==> src/urf_pkg.sv <==
// Shared types and codes for the unwind record filter.
// No dependencies; every design and checker module imports this package.
package urf_pkg;

   // input opcodes
   localparam logic [1:0] OP_START = 2'd0;
   localparam logic [1:0] OP_LOAD  = 2'd1;
   localparam logic [1:0] OP_DATA  = 2'd2;
   localparam logic [1:0] OP_END   = 2'd3;

   // result kinds
   localparam logic [1:0] KIND_BYTE  = 2'd0;
   localparam logic [1:0] KIND_RELOC = 2'd1;
   localparam logic [1:0] KIND_SIZE  = 2'd2;
   localparam logic [1:0] KIND_ERROR = 2'd3;

   // error codes
   localparam logic [1:0] ERR_NONE      = 2'd0;
   localparam logic [1:0] ERR_TRUNC     = 2'd1;
   localparam logic [1:0] ERR_LEN64     = 2'd2;
   localparam logic [1:0] ERR_UNMATCHED = 2'd3;

   // front phase codes
   localparam logic [1:0] PH_LOADING   = 2'd0;
   localparam logic [1:0] PH_STREAMING = 2'd1;
   localparam logic [1:0] PH_DRAINED   = 2'd2;
   localparam logic [1:0] PH_CLOSED    = 2'd3;

   localparam logic [3:0]  LEN_BYTES  = 4'd4;
   localparam logic [3:0]  HDR_BYTES  = 4'd8;
   localparam logic [31:0] LEN_64BIT  = 32'hffff_ffff;
   localparam logic [31:0] ID_OFFSET  = 32'd4;
   localparam logic [31:0] PC_OFFSET  = 32'd8;

   localparam int MAX_RELOCS_DEFAULT = 256;
   localparam int QUEUE_DEPTH        = 4;

   // sub-step of the final result of a header command
   localparam logic [3:0] SUB_LAST_BYTE  = 4'd7;
   localparam logic [3:0] SUB_RELOC      = 4'd8;

   // one command from front to back: a single result word, or a whole
   // record header (8 bytes, plus a relocation word when matched)
   typedef struct packed {
      logic        is_hdr;
      logic        matched;
      logic [1:0]  kind;
      logic [7:0]  byte_val;
      logic [31:0] offset;
      logic [1:0]  err;
      logic [63:0] hdr;
   } urf_cmd_type;

   typedef struct packed {
      logic full;
      logic empty;
   } urf_qstat_type;

endpackage

==> src/urf_queue.sv <==
// Small command queue between front and back.
// Depends on urf_pkg for the command type and depth.
module urf_queue (
   input  logic                  clock,
   input  logic                  reset,
   input  logic                  push,
   input  urf_pkg::urf_cmd_type  push_cmd,
   input  logic                  pop,
   output urf_pkg::urf_cmd_type  head,
   output urf_pkg::urf_qstat_type stat
);
   import urf_pkg::*;

   localparam int PTR_W = $clog2(QUEUE_DEPTH);

   urf_cmd_type       entry_ff [QUEUE_DEPTH];
   logic [PTR_W-1:0]  wr_ff, wr_in;
   logic [PTR_W-1:0]  rd_ff, rd_in;
   logic [PTR_W:0]    cnt_ff, cnt_in;

   assign head       = entry_ff[rd_ff];
   assign stat.full  = (cnt_ff == (PTR_W + 1)'(QUEUE_DEPTH));
   assign stat.empty = (cnt_ff == '0);

   always_comb begin
      wr_in  = push ? wr_ff + PTR_W'(1) : wr_ff;
      rd_in  = pop ? rd_ff + PTR_W'(1) : rd_ff;
      cnt_in = cnt_ff + (PTR_W + 1)'(push) - (PTR_W + 1)'(pop);
   end

   always_ff @(posedge clock) begin
      if (push) entry_ff[wr_ff] <= push_cmd;
   end

   always_ff @(posedge clock) begin
      if (reset) begin
         wr_ff  <= '0;
         rd_ff  <= '0;
         cnt_ff <= '0;
      end else begin
         wr_ff  <= wr_in;
         rd_ff  <= rd_in;
         cnt_ff <= cnt_in;
      end
   end

endmodule

==> config.mk <==
export PLATFORM = sky130hd
export DESIGN_NAME = urf_queue
export DESIGN_NICKNAME = d
export VERILOG_FILES = /design/src/urf_pkg.sv /design/src/urf_queue.sv
export SDC_FILE = /design/constraint.sdc
export NUM_CORES = 1
export LEC_CHECK = 0
export ABC_AREA = 1
export BUFFER_PORTS_ARGS = -buffer_cell sky130_fd_sc_hd__buf_2
export CAP_MARGIN = 40
export CORE_ASPECT_RATIO = 0.9
export CORE_MARGIN = 2
export CORE_UTILIZATION = 60
export CTS_CLUSTER_DIAMETER = 200
export CTS_CLUSTER_SIZE = 12
export DETAILED_ROUTE_END_ITERATION = 10
export GPL_ROUTABILITY_DRIVEN = 0
export PLACE_DENSITY = 0.82
export SLEW_MARGIN = 20
export SYNTH_ARGS = -nofsm -noshare
export SYNTH_HDL_FRONTEND = slang
export SYNTH_SLANG_ARGS = --single-unit
export TNS_END_PERCENT = 50
==> constraint.sdc <==
create_clock -name clock -period 8.8 [get_ports clock]
set_input_delay 0.88 -clock clock [delete_from_list [all_inputs] [get_ports clock]]
set_output_delay 0.88 -clock clock [all_outputs]
set_load 0.03 [all_outputs]
==> impl_summary.txt <==
----------------------------------------------------
[Synthesis]
  Cell area after technology mapping ... ~18000 um2
  Post-synthesis average cell area ... 13.2 um2
  Number of warnings issued by yosys ... 0
  Post-synthesis net count ... approximately 1500
  Part of the Yosys area used for sequential elements ... 0.755
  Unique cell type count in the Yosys netlist ... 16
  Post-synthesis cell count ... approximately 1300
  Number of register bits inferred by synthesis ... around 450

[Timing]
  Post-layout worst setup margin ... a little over 5000 ps
  Number of hold violations in the final report ... 0
  Accumulated negative setup slack ... 0 ps
  Headroom to the max-slew limit ... 0.332
  Max-slew violation total from the final report ... 0
  Post-layout minimum cycle time ... roughly 3700 ps
  Final worst path period share ... 0.420
  Worst slew pin tran ... 1000 ps
  Setup Skew ... 13.6 ps
  Setup repair after global routing missed its margin ... no
  Peak clock frequency supported by timing ... ~270 MHz
  Number of setup violations in the final report ... 0

[Global route]
  Vias in the first global route ... between 9000 and 10000
  Global-route wire length before repair ... roughly 51 mm
  Initial antenna violation count ... 7
  Pin count of the biggest net entering global routing ... roughly 250
  Total routing resource utilization after global routing ... 0.212
  Leftover overflow at the end of global routing ... 0

[Layout]
  Final standard cell area without fillers ... between 20000 and 25000 um2
  Post-route non-filler standard cell count ... 1956
  Sequential cell area ... ~13000 um2
  Net count of the finished layout ... ~1700
  Multi-input logic area ... between 2000 and 3000 um2
  Number of inserted filler cells in the final layout ... between 1500 and 2000
  Ratio of cells with drive above 1 in the final layout ... 0.186
  Synth-to-Final Area Change ... 14.0%

[Floorplan]
  Site Rows ... 59
  Die Y ... about 170 um
  Initial cell density of the core ... 0.611
  Die Footprint ... 30900 um2
  Top Ports ... around 230
  Placeable core region ... between 20000 and 30000 um2
  Horiz. Die Dim ... between 150 and 200 um

[Power and ir drop]
  Internal Power ... roughly 3.5 mW
  Logic gate share of total power ... 0.117
  Sequential cell fraction of total power ... 0.540
  Clock share of power ... 0.343
  Maximum vdd ir drop ... between 0.15 and 0.2 mV
  Net Sw Power ... ~1.1 mW
  Design Power ... around 4.6 mW
  Pleak ... roughly 8 nW
  Switching power share of the total ... 0.244
  Power density over cell area ... approximately 230 nW/um2

[Setup path]
  WP data required ... 7920 ps
  Arrival time worst endpoint ... ~2800 ps
  Register-to-Register Path Depth ... 6
  Critical path startpoint category ... register
  Reg-to-reg startpoint ... wr_ff[0]
  Kind of critical path ... register to output port
  Worst Setup End Kind ... output port
  Largest fanout on the critical path ... ~250

[Min path]
  Number of instances on the worst hold path ... 2
  Path type of the worst min-delay path ... register to register
  Hold Startpoint ... rd_ff[1]

[Detailed routing]
  DRT antenna net count ... 0
  Wire length after detailed routing ... approximately 33 mm
  Number of optimization iterations in the first detailed-route pass ... 5
  Via Count ... roughly 10000
  Wire per inst ... between 15 and 20 um
  Detailed router's first-iteration violation count ... approximately 900
  Post-detailed-route DRC marker count ... 0
  Post-detailed-route via-to-cell ratio ... between 5 and 6

[Job]
  Max-capacitance violation count ... 0

[Place]
  Number of instances in the placed design ... roughly 1900
  IO Port Bufs ... between 200 and 250
  DPL Wire Length ... roughly 19 mm
  Worst-case setup slack after placement ... approximately 5700 ps
  Placed inst area ... around 19000 um2

[Clocking]
  Clock transition at the register clock pins on the worst setup and hold paths after CTS ... around 60 ps
  Resized Gates After CTS ... 0
  CTS tree ... built
  Number of levels the H-tree was split into ... 2
  Number of buffers added to fix hold violations after cts ... 0
  CTS Buf Count ... 43
  Clock tree sinks ... about 450
  Root buffer cell ... clkbuf_16
  Post-CTS Setup Repair Bufs ... 0
  Maximum root-to-sink buffer count ... 3
  Clock insertion delay at the later pin of the skew report ... 520 ps

[Run status]
  Run status ... finished clean

----------------------------------------------------
-- stage by stage --
| stage | hold slack, ps | util |
|---|---|---|
| CTS | 460 | 0.697 |
| global placement | 439 | 0.653 |
| floorplan | 436 | - |
| detailed placement | 445 | 0.658 |
| global route | 520 | 0.697 |
| finish | 457 | 0.697 |
-- Yosys cell counts (all sizes together) --
| cell | count | area share |
|---|---|---|
| clkbuf | 2 | 0.00042 |
| buf | 71 | 0.028 |
| nand3 | 1 | 0.00028 |
| o21ai | 114 | 0.032 |
| nor2 | 4 | 0.00085 |
| edfxtp | 440 | 0.75 |
| dfxtp | 9 | 0.010 |
| fa | 1 | 0.0011 |
| a21oi | 116 | 0.033 |
| o211ai | 110 | 0.047 |
| nor3 | 1 | 0.00028 |
| ha | 6 | 0.0042 |
| inv | 236 | 0.050 |
| nand2 | 228 | 0.048 |
-- sequential cells by signal (all words and copies together) (netlist names), named ones only --
signal / flops
wr_ff: 2
rd_ff: 2
cnt_ff: 3
entry_ff: 440
-- routing by layer --
metal  vias to the layer above  global-route usage  share of wire
li1                       5078                   -              -
met1                      4891               0.280           0.42
met2                       289               0.348           0.48
met3                        70              0.0576          0.083
met4                        10              0.0621          0.023
met5                         -                   0         0.0021
-- cells by family after synthesis --
kind of cell,share of synthesized area
flip-flops,0.755
AND/OR/NAND/NOR,0.0497
adder cells (fa/ha/maj),0.00536
AO/OA/AOI/OAI,0.111
buffers and inverters,0.0782
-- critical path, cell delays in order (launching register included) --
cell      delay [ps]
dfxtp_4          800
buf_12           650
o211ai_1         230
nand2_1          150
buf_2            210
-- power by group through the flow --
stage          logic (mW)  registers [mW]  clock network, mW
4_1_cts             0.541            2.48               1.60
5_1_grt             0.586            2.49               1.68
3_5_place_dp        0.537            2.52                  0
6_report            0.535            2.48               1.57
3_3_place_gp        0.515            2.52                  0
2_1_floorplan       0.376            2.52                  0
-- worst paths after layout --
path                     endpoint  slack [ps]
setup / recovery         head[47]        5100
hold / removal           register         460
setup reg to reg  entry_ff[0][67]        6430
hold reg to reg          register         460
-- area by class of cell --
class | count | area share
sequential | 449 | 0.663
multi-input combinational | 581 | 0.146
timing repair buffer | 239 | 0.0667
clock buffer | 51 | 0.0547
inverter | 236 | 0.0443
tap | 396 | 0.0245
clock inverter | 2 | 0.000866
antenna | 2 | 0.000247
-- cells in the final DEF (no fill, tap or decap), types with 2 or more instances in the layout --
master	count
buf_12	3
inv_1	232
buf_2	225
diode_2	2
dfxtp_1	7
inv_6	2
inv_4	4
edfxtp_1	440
buf_4	7
buf_16	4
o211ai_1	110
a21oi_1	116
clkbuf_16	43
o21ai_0	83
dfxtp_4	2
o21ai_1	31
ha_1	6
nand2_1	228
nor2_1	4
clkbuf_1	8
Power figures use the tool's default switching activity.
