[config.mk]
export PLATFORM = sky130hd
export DESIGN_NAME = urf_back
export DESIGN_NICKNAME = d
export VERILOG_FILES = /design/src/urf_pkg.sv /design/src/urf_back.sv
export SDC_FILE = /design/constraint.sdc
export NUM_CORES = 1
export LEC_CHECK = 0
export ABC_CLOCK_PERIOD_IN_PS = 5100
export BUFFER_PORTS_ARGS = -buffer_cell sky130_fd_sc_hd__clkbuf_2
export CAP_MARGIN = 10
export CORE_MARGIN = 4
export CORE_UTILIZATION = 25
export CTS_BUF_LIST = sky130_fd_sc_hd__clkbuf_16
export CTS_CLUSTER_SIZE = 25
export DETAILED_ROUTE_END_ITERATION = 12
export PLACE_DENSITY = 0.55
export SLEW_MARGIN = 40
export SYNTH_ARGS = -nofsm -noshare
export SYNTH_HDL_FRONTEND = slang
export SYNTH_SLANG_ARGS = --single-unit
export TNS_END_PERCENT = 50
[constraint.sdc]
create_clock -name clock -period 5.1 [get_ports clock]
set_input_delay 0.765 -clock clock [delete_from_list [all_inputs] [get_ports clock]]
set_output_delay 0.765 -clock clock [all_outputs]
set_load 0.03 [all_outputs]
[src/urf_pkg.sv]
// Shared types and codes for the unwind record filter.
// No dependencies; every design and checker module imports this package.
package urf_pkg;

   // input opcodes
   localparam logic [1:0] OP_START = 2'd0;
   localparam logic [1:0] OP_LOAD  = 2'd1;
   localparam logic [1:0] OP_DATA  = 2'd2;
   localparam logic [1:0] OP_END   = 2'd3;

   // result kinds
   localparam logic [1:0] KIND_BYTE  = 2'd0;
   localparam logic [1:0] KIND_RELOC = 2'd1;
   localparam logic [1:0] KIND_SIZE  = 2'd2;
   localparam logic [1:0] KIND_ERROR = 2'd3;

   // error codes
   localparam logic [1:0] ERR_NONE      = 2'd0;
   localparam logic [1:0] ERR_TRUNC     = 2'd1;
   localparam logic [1:0] ERR_LEN64     = 2'd2;
   localparam logic [1:0] ERR_UNMATCHED = 2'd3;

   // front phase codes
   localparam logic [1:0] PH_LOADING   = 2'd0;
   localparam logic [1:0] PH_STREAMING = 2'd1;
   localparam logic [1:0] PH_DRAINED   = 2'd2;
   localparam logic [1:0] PH_CLOSED    = 2'd3;

   localparam logic [3:0]  LEN_BYTES  = 4'd4;
   localparam logic [3:0]  HDR_BYTES  = 4'd8;
   localparam logic [31:0] LEN_64BIT  = 32'hffff_ffff;
   localparam logic [31:0] ID_OFFSET  = 32'd4;
   localparam logic [31:0] PC_OFFSET  = 32'd8;

   localparam int MAX_RELOCS_DEFAULT = 256;
   localparam int QUEUE_DEPTH        = 4;

   // sub-step of the final result of a header command
   localparam logic [3:0] SUB_LAST_BYTE  = 4'd7;
   localparam logic [3:0] SUB_RELOC      = 4'd8;

   // one command from front to back: a single result word, or a whole
   // record header (8 bytes, plus a relocation word when matched)
   typedef struct packed {
      logic        is_hdr;
      logic        matched;
      logic [1:0]  kind;
      logic [7:0]  byte_val;
      logic [31:0] offset;
      logic [1:0]  err;
      logic [63:0] hdr;
   } urf_cmd_type;

   typedef struct packed {
      logic full;
      logic empty;
   } urf_qstat_type;

endpackage

[src/urf_back.sv]
// Back end: expands queued commands into result words and holds the
// current word in the output register. Depends on urf_pkg.
module urf_back (
   input  logic                   clock,
   input  logic                   reset,
   input  urf_pkg::urf_cmd_type   head,
   input  urf_pkg::urf_qstat_type q_stat,
   output logic                   q_pop,
   output logic                   rsp_empty,
   input  logic                   rsp_pop,
   output logic [1:0]             rsp_kind,
   output logic [7:0]             rsp_byte_out,
   output logic [31:0]            rsp_offset_out,
   output logic [1:0]             rsp_error_code,
   output logic                   rsp_last
);
   import urf_pkg::*;

   logic        valid_ff, valid_in;
   logic [3:0]  sub_ff, sub_in;
   logic [1:0]  kind_ff, kind_in;
   logic [7:0]  byte_ff, byte_in;
   logic [31:0] off_ff, off_in;
   logic [1:0]  err_ff, err_in;
   logic        last_ff, last_in;
   logic        load, final_sub;

   assign final_sub = !head.is_hdr ||
                      (head.matched ? (sub_ff == SUB_RELOC) : (sub_ff == SUB_LAST_BYTE));
   assign load      = !q_stat.empty && (!valid_ff || rsp_pop);
   assign q_pop     = load && final_sub;

   always_comb begin
      valid_in = valid_ff;
      sub_in   = sub_ff;
      kind_in  = kind_ff;
      byte_in  = byte_ff;
      off_in   = off_ff;
      err_in   = err_ff;
      last_in  = last_ff;
      if (load) begin
         valid_in = 1'b1;
         sub_in   = final_sub ? 4'd0 : sub_ff + 4'd1;
         last_in  = final_sub;
         if (!head.is_hdr) begin
            kind_in = head.kind;
            byte_in = head.byte_val;
            off_in  = head.offset;
            err_in  = head.err;
         end else if (sub_ff == SUB_RELOC) begin
            kind_in = KIND_RELOC;
            byte_in = 8'd0;
            off_in  = head.offset;
            err_in  = ERR_NONE;
         end else begin
            kind_in = KIND_BYTE;
            byte_in = head.hdr[{sub_ff[2:0], 3'b000} +: 8];
            off_in  = 32'd0;
            err_in  = ERR_NONE;
         end
      end else if (rsp_pop) begin
         valid_in = 1'b0;
      end
   end

   always_ff @(posedge clock) begin
      kind_ff <= kind_in;
      byte_ff <= byte_in;
      off_ff  <= off_in;
      err_ff  <= err_in;
      last_ff <= last_in;
      if (reset) begin
         valid_ff <= 1'b0;
         sub_ff   <= '0;
      end else begin
         valid_ff <= valid_in;
         sub_ff   <= sub_in;
      end
   end

   assign rsp_empty      = !valid_ff;
   assign rsp_kind       = kind_ff;
   assign rsp_byte_out   = byte_ff;
   assign rsp_offset_out = off_ff;
   assign rsp_error_code = err_ff;
   assign rsp_last       = last_ff;

endmodule

==> metrics.txt, run 1 <==
# TYPE chip_impl_metric gauge
chip_impl_info{name="rsz0062_at_grt",value="false"} 1
chip_impl_metric{name="syn-instance-count",unit=""} 188
chip_impl_metric{name="die_width",unit="microns"} 108
chip_impl_metric{name="final_max_slew_viol_count",unit=""} 0
chip_impl_metric{name="crit_fanout",unit=""} 28
chip_impl_metric{name="clock_path_buffers",unit=""} 2
chip_impl_metric{name="post_route_cells_drive_above_1_share",unit=""} 0.526
chip_impl_metric{name="first_global_vias",unit=""} 2110
chip_impl_metric{name="tightest_slew",unit="ns"} 0.656
chip_impl_metric{name="start_util",unit=""} 0.257
chip_impl_metric{name="postSynthAreaPerCell",unit="sq um"} 13.4
chip_impl_info{name="critPathKind",value="register to primary output"} 1
chip_impl_metric{name="number_of_cts_inserted_buffers",unit=""} 5
chip_impl_metric{name="synth_area",unit="sq um"} 2510
chip_impl_metric{name="hold-worst-slack",unit="ns"} 0.539
chip_impl_metric{name="sum_of_negative_setup_slack",unit="ns"} 0
chip_impl_metric{name="post-route-period-util",unit=""} 0.528
chip_impl_metric{name="floorplan.rows",unit=""} 36
chip_impl_metric{name="chipHeight",unit="microns"} 108
chip_impl_metric{name="setup_viol_count_final",unit=""} 0
chip_impl_metric{name="layout-area-overhead-vs-synth",unit="%"} 42.5
chip_impl_metric{name="crit_arrival",unit="ns"} 1.93
chip_impl_metric{name="post-route-drc-count",unit=""} 0
chip_impl_metric{name="num-nets-final",unit=""} 460
chip_impl_info{name="start_kind",value="register"} 1
chip_impl_metric{name="cp.required",unit="ns"} 4.34
chip_impl_metric{name="synth.ff_latch_count",unit=""} 50
chip_impl_metric{name="io-pin-count",unit=""} 162
chip_impl_metric{name="placement.cell_area",unit="sq um"} 3410
chip_impl_metric{name="holdBufCountCts",unit=""} 0
chip_impl_info{name="timing.critical_path.to_type",value="primary output"} 1
chip_impl_info{name="top_layer_used",value="met4"} 1
chip_impl_metric{name="fin_area",unit="sq um"} 3580
chip_impl_metric{name="max_cap_viol_count",unit=""} 0
chip_impl_metric{name="yosys.area.top_type_share",unit=""} 0.538
chip_impl_metric{name="met1Wirelength",unit="mm"} 2.90
chip_impl_metric{name="reg2reg_setup_slack",unit="ns"} 3.01
chip_impl_metric{name="layoutNonFillerInstCount",unit=""} 477
chip_impl_metric{name="avgRoutedWirePerCell",unit="microns"} 14.5
chip_impl_metric{name="initialDrtViolationCount",unit=""} 91
chip_impl_metric{name="core",unit="sq um"} 9770
chip_impl_metric{name="min_cycle_time_layout",unit="ns"} 2.69
chip_impl_info{name="worstHoldPathType",value="register to register"} 1
chip_impl_metric{name="grt_antenna_before_repair",unit=""} 0
chip_impl_metric{name="place.detailed.hpwl",unit="mm"} 5.32
chip_impl_info{name="outcome",value="finished, final reports clean"} 1
chip_impl_metric{name="routed_via_count",unit=""} 2033
chip_impl_metric{name="globalRoute.totalOverflow",unit=""} 0
chip_impl_info{name="synth.largest_area_cell",value="edfxtp_1"} 1
chip_impl_metric{name="routed_via_density",unit=""} 4.26
chip_impl_metric{name="grt_pass1_wl",unit="mm"} 10.4
chip_impl_metric{name="clk_pin_slew",unit="ns"} 0.07
chip_impl_metric{name="nFillCells",unit=""} 1018
chip_impl_metric{name="dr_wl_met3",unit="microns"} 568
chip_impl_metric{name="irDropWorstVdd",unit="mV"} 0.144
chip_impl_metric{name="grt_start_max_net_pins",unit=""} 49
chip_impl_metric{name="antenna_violating_nets_left",unit=""} 0
chip_impl_info{name="synth_area_leaders",value="edfxtp_1 (54%), and2_1 (8.0%), mux4_2 (7.2%)"} 1
chip_impl_metric{name="route.final.wire_length",unit="mm"} 6.90
chip_impl_metric{name="ctsHtreeMaxLevel",unit=""} 2
chip_impl_metric{name="antenna_cells_inserted",unit=""} 0
chip_impl_metric{name="maxClockFrequency",unit="GHz"} 0.372
chip_impl_metric{name="placed_cells",unit=""} 469
chip_impl_metric{name="port_buffers",unit=""} 160
chip_impl_metric{name="first_pass_iteration_count_of_the_detailed_router",unit=""} 4
chip_impl_metric{name="floorplan.die_area",unit="sq um"} 11700
chip_impl_metric{name="cts_repair_resize_count",unit=""} 0
chip_impl_metric{name="finalHoldViolations",unit=""} 0
chip_impl_metric{name="worst_slew_margin_rel",unit=""} 0.561
chip_impl_metric{name="grt_util_all_layers",unit=""} 0.115
chip_impl_metric{name="pwr_density_cell",unit="nW/um^2"} 294
chip_impl_metric{name="leakage",unit="nW"} 1.60
chip_impl_metric{name="synth_cell_type_count",unit=""} 28
chip_impl_metric{name="clkLatencyLatePin",unit="ns"} 0.29
chip_impl_metric{name="synthesis.nets",unit=""} 305
chip_impl_metric{name="numClockSinks",unit=""} 50
chip_impl_info{name="cts_tree",value="done"} 1
chip_impl_info{name="cts.root.buffer_cell",value="clkbuf_16"} 1
chip_impl_metric{name="sequential_fraction_of_the_synthesis_area",unit=""} 0.577
chip_impl_metric{name="wl_met2",unit="mm"} 3.39
chip_impl_metric{name="yosys_warnings",unit=""} 0
chip_impl_metric{name="postCtsSetupBuffers",unit=""} 0
chip_impl_metric{name="gpl.final_weighted_congestion",unit=""} 0.709
chip_impl_metric{name="worst_clock_skew",unit="ns"} 0.00754
-- path summary, 6_finish.rpt --
path | to | cells after the start | from
hold reg to reg | sub_ff[3] | 2 | sub_ff[3]
hold / removal | sub_ff[3] | 2 | sub_ff[3]
setup reg to reg | sub_ff[3] | 7 | sub_ff[1]
setup / recovery | q_pop | 5 | sub_ff[0]
-- power by group --
group          total, mW  internal [mW]  switching [mW]
registers          0.490          0.477          0.0129
clock network      0.381          0.232           0.149
logic              0.181         0.0778           0.104
-- cell usage in the layout, fill, tap and decap left out, drive strengths merged --
| master | synthesis | layout |
|---|---|---|
| or2 | 1 | 1 |
| dfxtp | 5 | 5 |
| or4 | 1 | 1 |
| nand2 | 5 | 5 |
| clkbuf | 7 | 165 |
| nand4b | 2 | 2 |
| a22o | 8 | 8 |
| nand3b | 2 | 2 |
| o21a | 1 | 1 |
| mux4 | 8 | 8 |
| bufinv | 0 | 1 |
| a21oi | 2 | 2 |
| edfxtp | 45 | 45 |
| mux2i | 16 | 16 |
| nand4bb | 1 | 1 |
| clkinv | 0 | 1 |
| nand3 | 4 | 4 |
| inv | 13 | 14 |
| ha | 2 | 2 |
| o32ai | 8 | 8 |
| a31oi | 2 | 2 |
| and2 | 32 | 32 |
| nor2b | 13 | 13 |
| and3 | 1 | 1 |
| nor2 | 4 | 4 |
-- through the flow --
| step | power, mW | utilization | setup slack (ns) |
|---|---|---|---|
| 2_1_floorplan | 0.608 | - | 2.58 |
| 3_3_place_gp | 0.681 | 0.348 | 2.39 |
| 3_5_place_dp | 0.685 | 0.349 | 2.41 |
| 4_1_cts | 1.07 | 0.366 | 2.09 |
| 5_1_grt | 1.10 | 0.366 | 2.25 |
| 6_report | 1.05 | 0.366 | 2.41 |
-- metal layers --
metal | vias up | global-route usage
met5 | - | 0
met4 | 0 | 0.0216
met3 | 4 | 0.0334
met2 | 88 | 0.194
met1 | 937 | 0.147
li1 | 1004 | -
-- worst max-delay path, stage by stage, from the launching register on --
cell	delay (ns)
dfxtp_4	0.65
ha_1	0.28
nand4bb_1	0.10
and3_1	0.26
nor2_1	0.12
clkbuf_2	0.21
-- registers in the layout, summed over array words and instances, names as in the netlist --
| name | flops |
|---|---|
| rsp_error_code | 2 |
| rsp_kind | 2 |
| rsp_offset_out | 32 |
| sub_ff | 4 |
| rsp_byte_out | 8 |
| valid_ff | 1 |
| rsp_last | 1 |
-- synth_stat cells --
cell type,count
nand2_1,5
o32ai_1,8
nand4b_1,2
a31oi_1,2
nor2b_2,1
mux4_2,8
mux2i_1,16
clkbuf_1,7
or2_1,1
inv_2,3
ha_1,2
o21a_1,1
inv_1,10
buf_6,3
a21oi_1,2
edfxtp_1,45
and3_1,1
and2_1,32
nand3_1,4
or4_1,1
a22o_1,8
nor2b_1,12
dlygate4sd1_1,1
buf_4,1
nor2_1,4
nand3b_1,2
nand4bb_1,1
dfxtp_1,5
-- cell type report --
cell class | count | area (sq um) | share of cell area
clock buffer | 5 | 125 | 0.0349
clock inverter | 3 | 42.5 | 0.0119
sequential | 50 | 1460 | 0.406
tap | 133 | 166 | 0.0465
timing repair buffer | 160 | 801 | 0.224
multi-input combinational | 113 | 940 | 0.262
inverter | 13 | 51.3 | 0.0143
-- cells by family after synthesis --
logic type / share of synthesized area
simple gates: 0.160
fa+ha+maj: 0.00995
buf+inv: 0.0498
mux: 0.135
compound gates: 0.0677
flops: 0.577
Power figures use the tool's default switching activity.
==> inputs of run 2 (changes only) <==
Settings changed: ABC_CLOCK_PERIOD_IN_PS 5100 to 2600.
Clock period 5.1 ns to 2.6 ns, I/O delays scaled along.
==> metrics.txt, run 2 (synthesized netlist as in run 1, its figures left out) <==
# TYPE chip_impl_metric gauge
chip_impl_metric{name="grt_pass1_wl",unit="mm"} 10.2
chip_impl_metric{name="first_pass_iteration_count_of_the_detailed_router",unit=""} 4
chip_impl_metric{name="worst_slew_margin_rel",unit=""} 0.595
chip_impl_info{name="cts.root.buffer_cell",value="clkbuf_16"} 1
chip_impl_metric{name="avgRoutedWirePerCell",unit="microns"} 14.3
chip_impl_info{name="leading_cell_types_in_the_layout_fill_and_taps_excluded",value="clkbuf_2 (160), edfxtp_1 (45), and2_1 (32)"} 1
chip_impl_metric{name="num-nets-final",unit=""} 463
chip_impl_metric{name="place.detailed.hpwl",unit="mm"} 5.48
chip_impl_metric{name="start_util",unit=""} 0.257
chip_impl_metric{name="placement.cell_area",unit="sq um"} 3440
chip_impl_info{name="start_kind",value="register"} 1
chip_impl_info{name="most_common_library_cell_in_the_layout_ignoring_fill_and_taps",value="clkbuf_2"} 1
chip_impl_metric{name="holdPathStages",unit=""} 2
chip_impl_metric{name="number_of_cts_inserted_buffers",unit=""} 5
chip_impl_info{name="timing.critical_path.to_type",value="primary output"} 1
chip_impl_metric{name="antenna_violating_nets_left",unit=""} 0
chip_impl_metric{name="grt_util_all_layers",unit=""} 0.113
chip_impl_metric{name="cts_repair_resize_count",unit=""} 0
chip_impl_info{name="holdPathEnd",value="valid_ff"} 1
chip_impl_metric{name="globalRoute.totalOverflow",unit=""} 0
chip_impl_metric{name="setup_viol_count_final",unit=""} 0
chip_impl_metric{name="post_route_cells_drive_above_1_share",unit=""} 0.524
chip_impl_metric{name="antenna_cells_inserted",unit=""} 0
chip_impl_metric{name="port_buffers",unit=""} 160
chip_impl_metric{name="clk_pin_slew",unit="ns"} 0.07
chip_impl_metric{name="post-route-drc-count",unit=""} 0
chip_impl_metric{name="setup_slack",unit="ns"} 0.349
chip_impl_metric{name="gpl.final_weighted_congestion",unit=""} 0.709
chip_impl_metric{name="maxClockFrequency",unit="GHz"} 0.444
chip_impl_metric{name="final_max_slew_viol_count",unit=""} 0
chip_impl_info{name="critPathKind",value="register to primary output"} 1
chip_impl_info{name="end_of_the_worst_register_to_register_path",value="sub_ff[3]"} 1
chip_impl_metric{name="initialDrtViolationCount",unit=""} 48
chip_impl_metric{name="clock_path_buffers",unit=""} 2
chip_impl_metric{name="die_width",unit="microns"} 108
chip_impl_metric{name="clkLatencyLatePin",unit="ns"} 0.28
chip_impl_metric{name="routed_via_count",unit=""} 2089
chip_impl_metric{name="ctsHtreeMaxLevel",unit=""} 2
chip_impl_metric{name="grt_antenna_before_repair",unit=""} 0
chip_impl_info{name="worstHoldPathType",value="primary input to register"} 1
chip_impl_metric{name="routed_via_density",unit=""} 4.35
chip_impl_metric{name="fin_util",unit=""} 0.366
chip_impl_metric{name="floorplan.rows",unit=""} 36
chip_impl_metric{name="numClockSinks",unit=""} 50
chip_impl_metric{name="reg2reg_setup_slack",unit="ns"} 0.54
chip_impl_info{name="outcome",value="finished, final reports clean"} 1
chip_impl_metric{name="min_cycle_time_layout",unit="ns"} 2.25
chip_impl_info{name="rsz0062_at_grt",value="false"} 1
chip_impl_metric{name="chipHeight",unit="microns"} 108
chip_impl_metric{name="place_ws",unit="ns"} 0.536
chip_impl_info{name="cts_tree",value="done"} 1
chip_impl_metric{name="tightest_slew",unit="ns"} 0.605
chip_impl_metric{name="holdBufCountCts",unit=""} 0
chip_impl_metric{name="core",unit="sq um"} 9770
chip_impl_info{name="rr_startpoint",value="sub_ff[1]"} 1
chip_impl_metric{name="worstRegToRegCells",unit=""} 7
chip_impl_metric{name="cp.required",unit="ns"} 2.21
chip_impl_metric{name="irDropWorstVdd",unit="mV"} 0.260
chip_impl_metric{name="crit_fanout",unit=""} 13
chip_impl_metric{name="finalHoldViolations",unit=""} 0
chip_impl_metric{name="layout-area-overhead-vs-synth",unit="%"} 42.5
chip_impl_metric{name="sum_of_negative_setup_slack",unit="ns"} 0
chip_impl_metric{name="first_global_vias",unit=""} 2033
chip_impl_metric{name="floorplan.die_area",unit="sq um"} 11700
chip_impl_metric{name="grt_start_max_net_pins",unit=""} 42
chip_impl_metric{name="total_power",unit="mW"} 1.95
chip_impl_metric{name="crit_arrival",unit="ns"} 1.86
chip_impl_info{name="hold_start",value="reset"} 1
chip_impl_metric{name="io-pin-count",unit=""} 162
chip_impl_metric{name="max_cap_viol_count",unit=""} 0
chip_impl_metric{name="flip_flop_count_of_the_largest_register_all_copies_and_words_added",unit=""} 32
chip_impl_metric{name="leakage",unit="nW"} 1.61
chip_impl_metric{name="postCtsSetupBuffers",unit=""} 0
chip_impl_metric{name="post-route-period-util",unit=""} 0.866
chip_impl_metric{name="fin_area",unit="sq um"} 3580
chip_impl_metric{name="worst_clock_skew",unit="ns"} 0.00370
chip_impl_info{name="timing.critical_path.from",value="sub_ff[1]"} 1
chip_impl_metric{name="route.final.wire_length",unit="mm"} 6.86
chip_impl_metric{name="pwr_density_cell",unit="nW/um^2"} 544
==> run 2: cell types whose count changed in the layout (fill, tap and decap cells not counted), sizes merged <==
cell / previous run / this run
inv: 14 / 13
bufinv: 1 / 0
buf: 0 / 3
clkinv: 1 / 3
==> run 2: layer usage <==
layer / part of all wire / wire (microns) / GRT usage / vias to the layer above
li1: - / - / - / 1008
met1: 0.42 / 2880 / 0.145 / 986
met5: 0 / 0 / 0 / -
met4: 0.0067 / 46 / 0.0225 / 0
met2: 0.49 / 3350 / 0.188 / 91
met3: 0.085 / 585 / 0.0328 / 4
==> run 2: cell type report <==
cell class                      instances  area (sq um)
Timing Repair Buffer                  163           836
Fill cell                            1011          6190
Clock inverter                          3          16.3
Clock buffer                            5           125
Inverter                               13          48.8
Tap cell                              133           166
Sequential cell                        50          1450
Multi-Input combinational cell        113           937
==> run 2: stage by stage <==
stage / cells / hold WS (ns)
6_report: 480 / 0.350
5_1_grt: 480 / 0.356
4_1_cts: 480 / 0.335
3_5_place_dp: 472 / 0.527
3_3_place_gp: 472 / 0.521
2_1_floorplan: 188 / 0.459
==> run 2: worst max-delay path: stages (launching register included) <==
cell,delay [ns]
dfxtp_1,0.63
inv_1,0.13
ha_1,0.22
nand4b_1,0.08
and3_1,0.28
nor2_1,0.06
clkbuf_2,0.19
==> run 2: worst max path at each step <==
stage / to / slack [ns]
3_5_place_dp: sub_ff[3] / 0.54
3_3_place_gp: sub_ff[3] / 0.57
6_report: q_pop / 0.35
4_1_cts: q_pop / 0.31
2_1_floorplan: q_pop / 0.46
5_1_grt: q_pop / 0.20
==> run 2: report_power, final <==
part           internal (mW)  total (mW)  switching (mW)
sequential             0.936       0.954          0.0184
combinational          0.158       0.369           0.211
clock                  0.352       0.627           0.275
total                   1.45        1.95           0.504
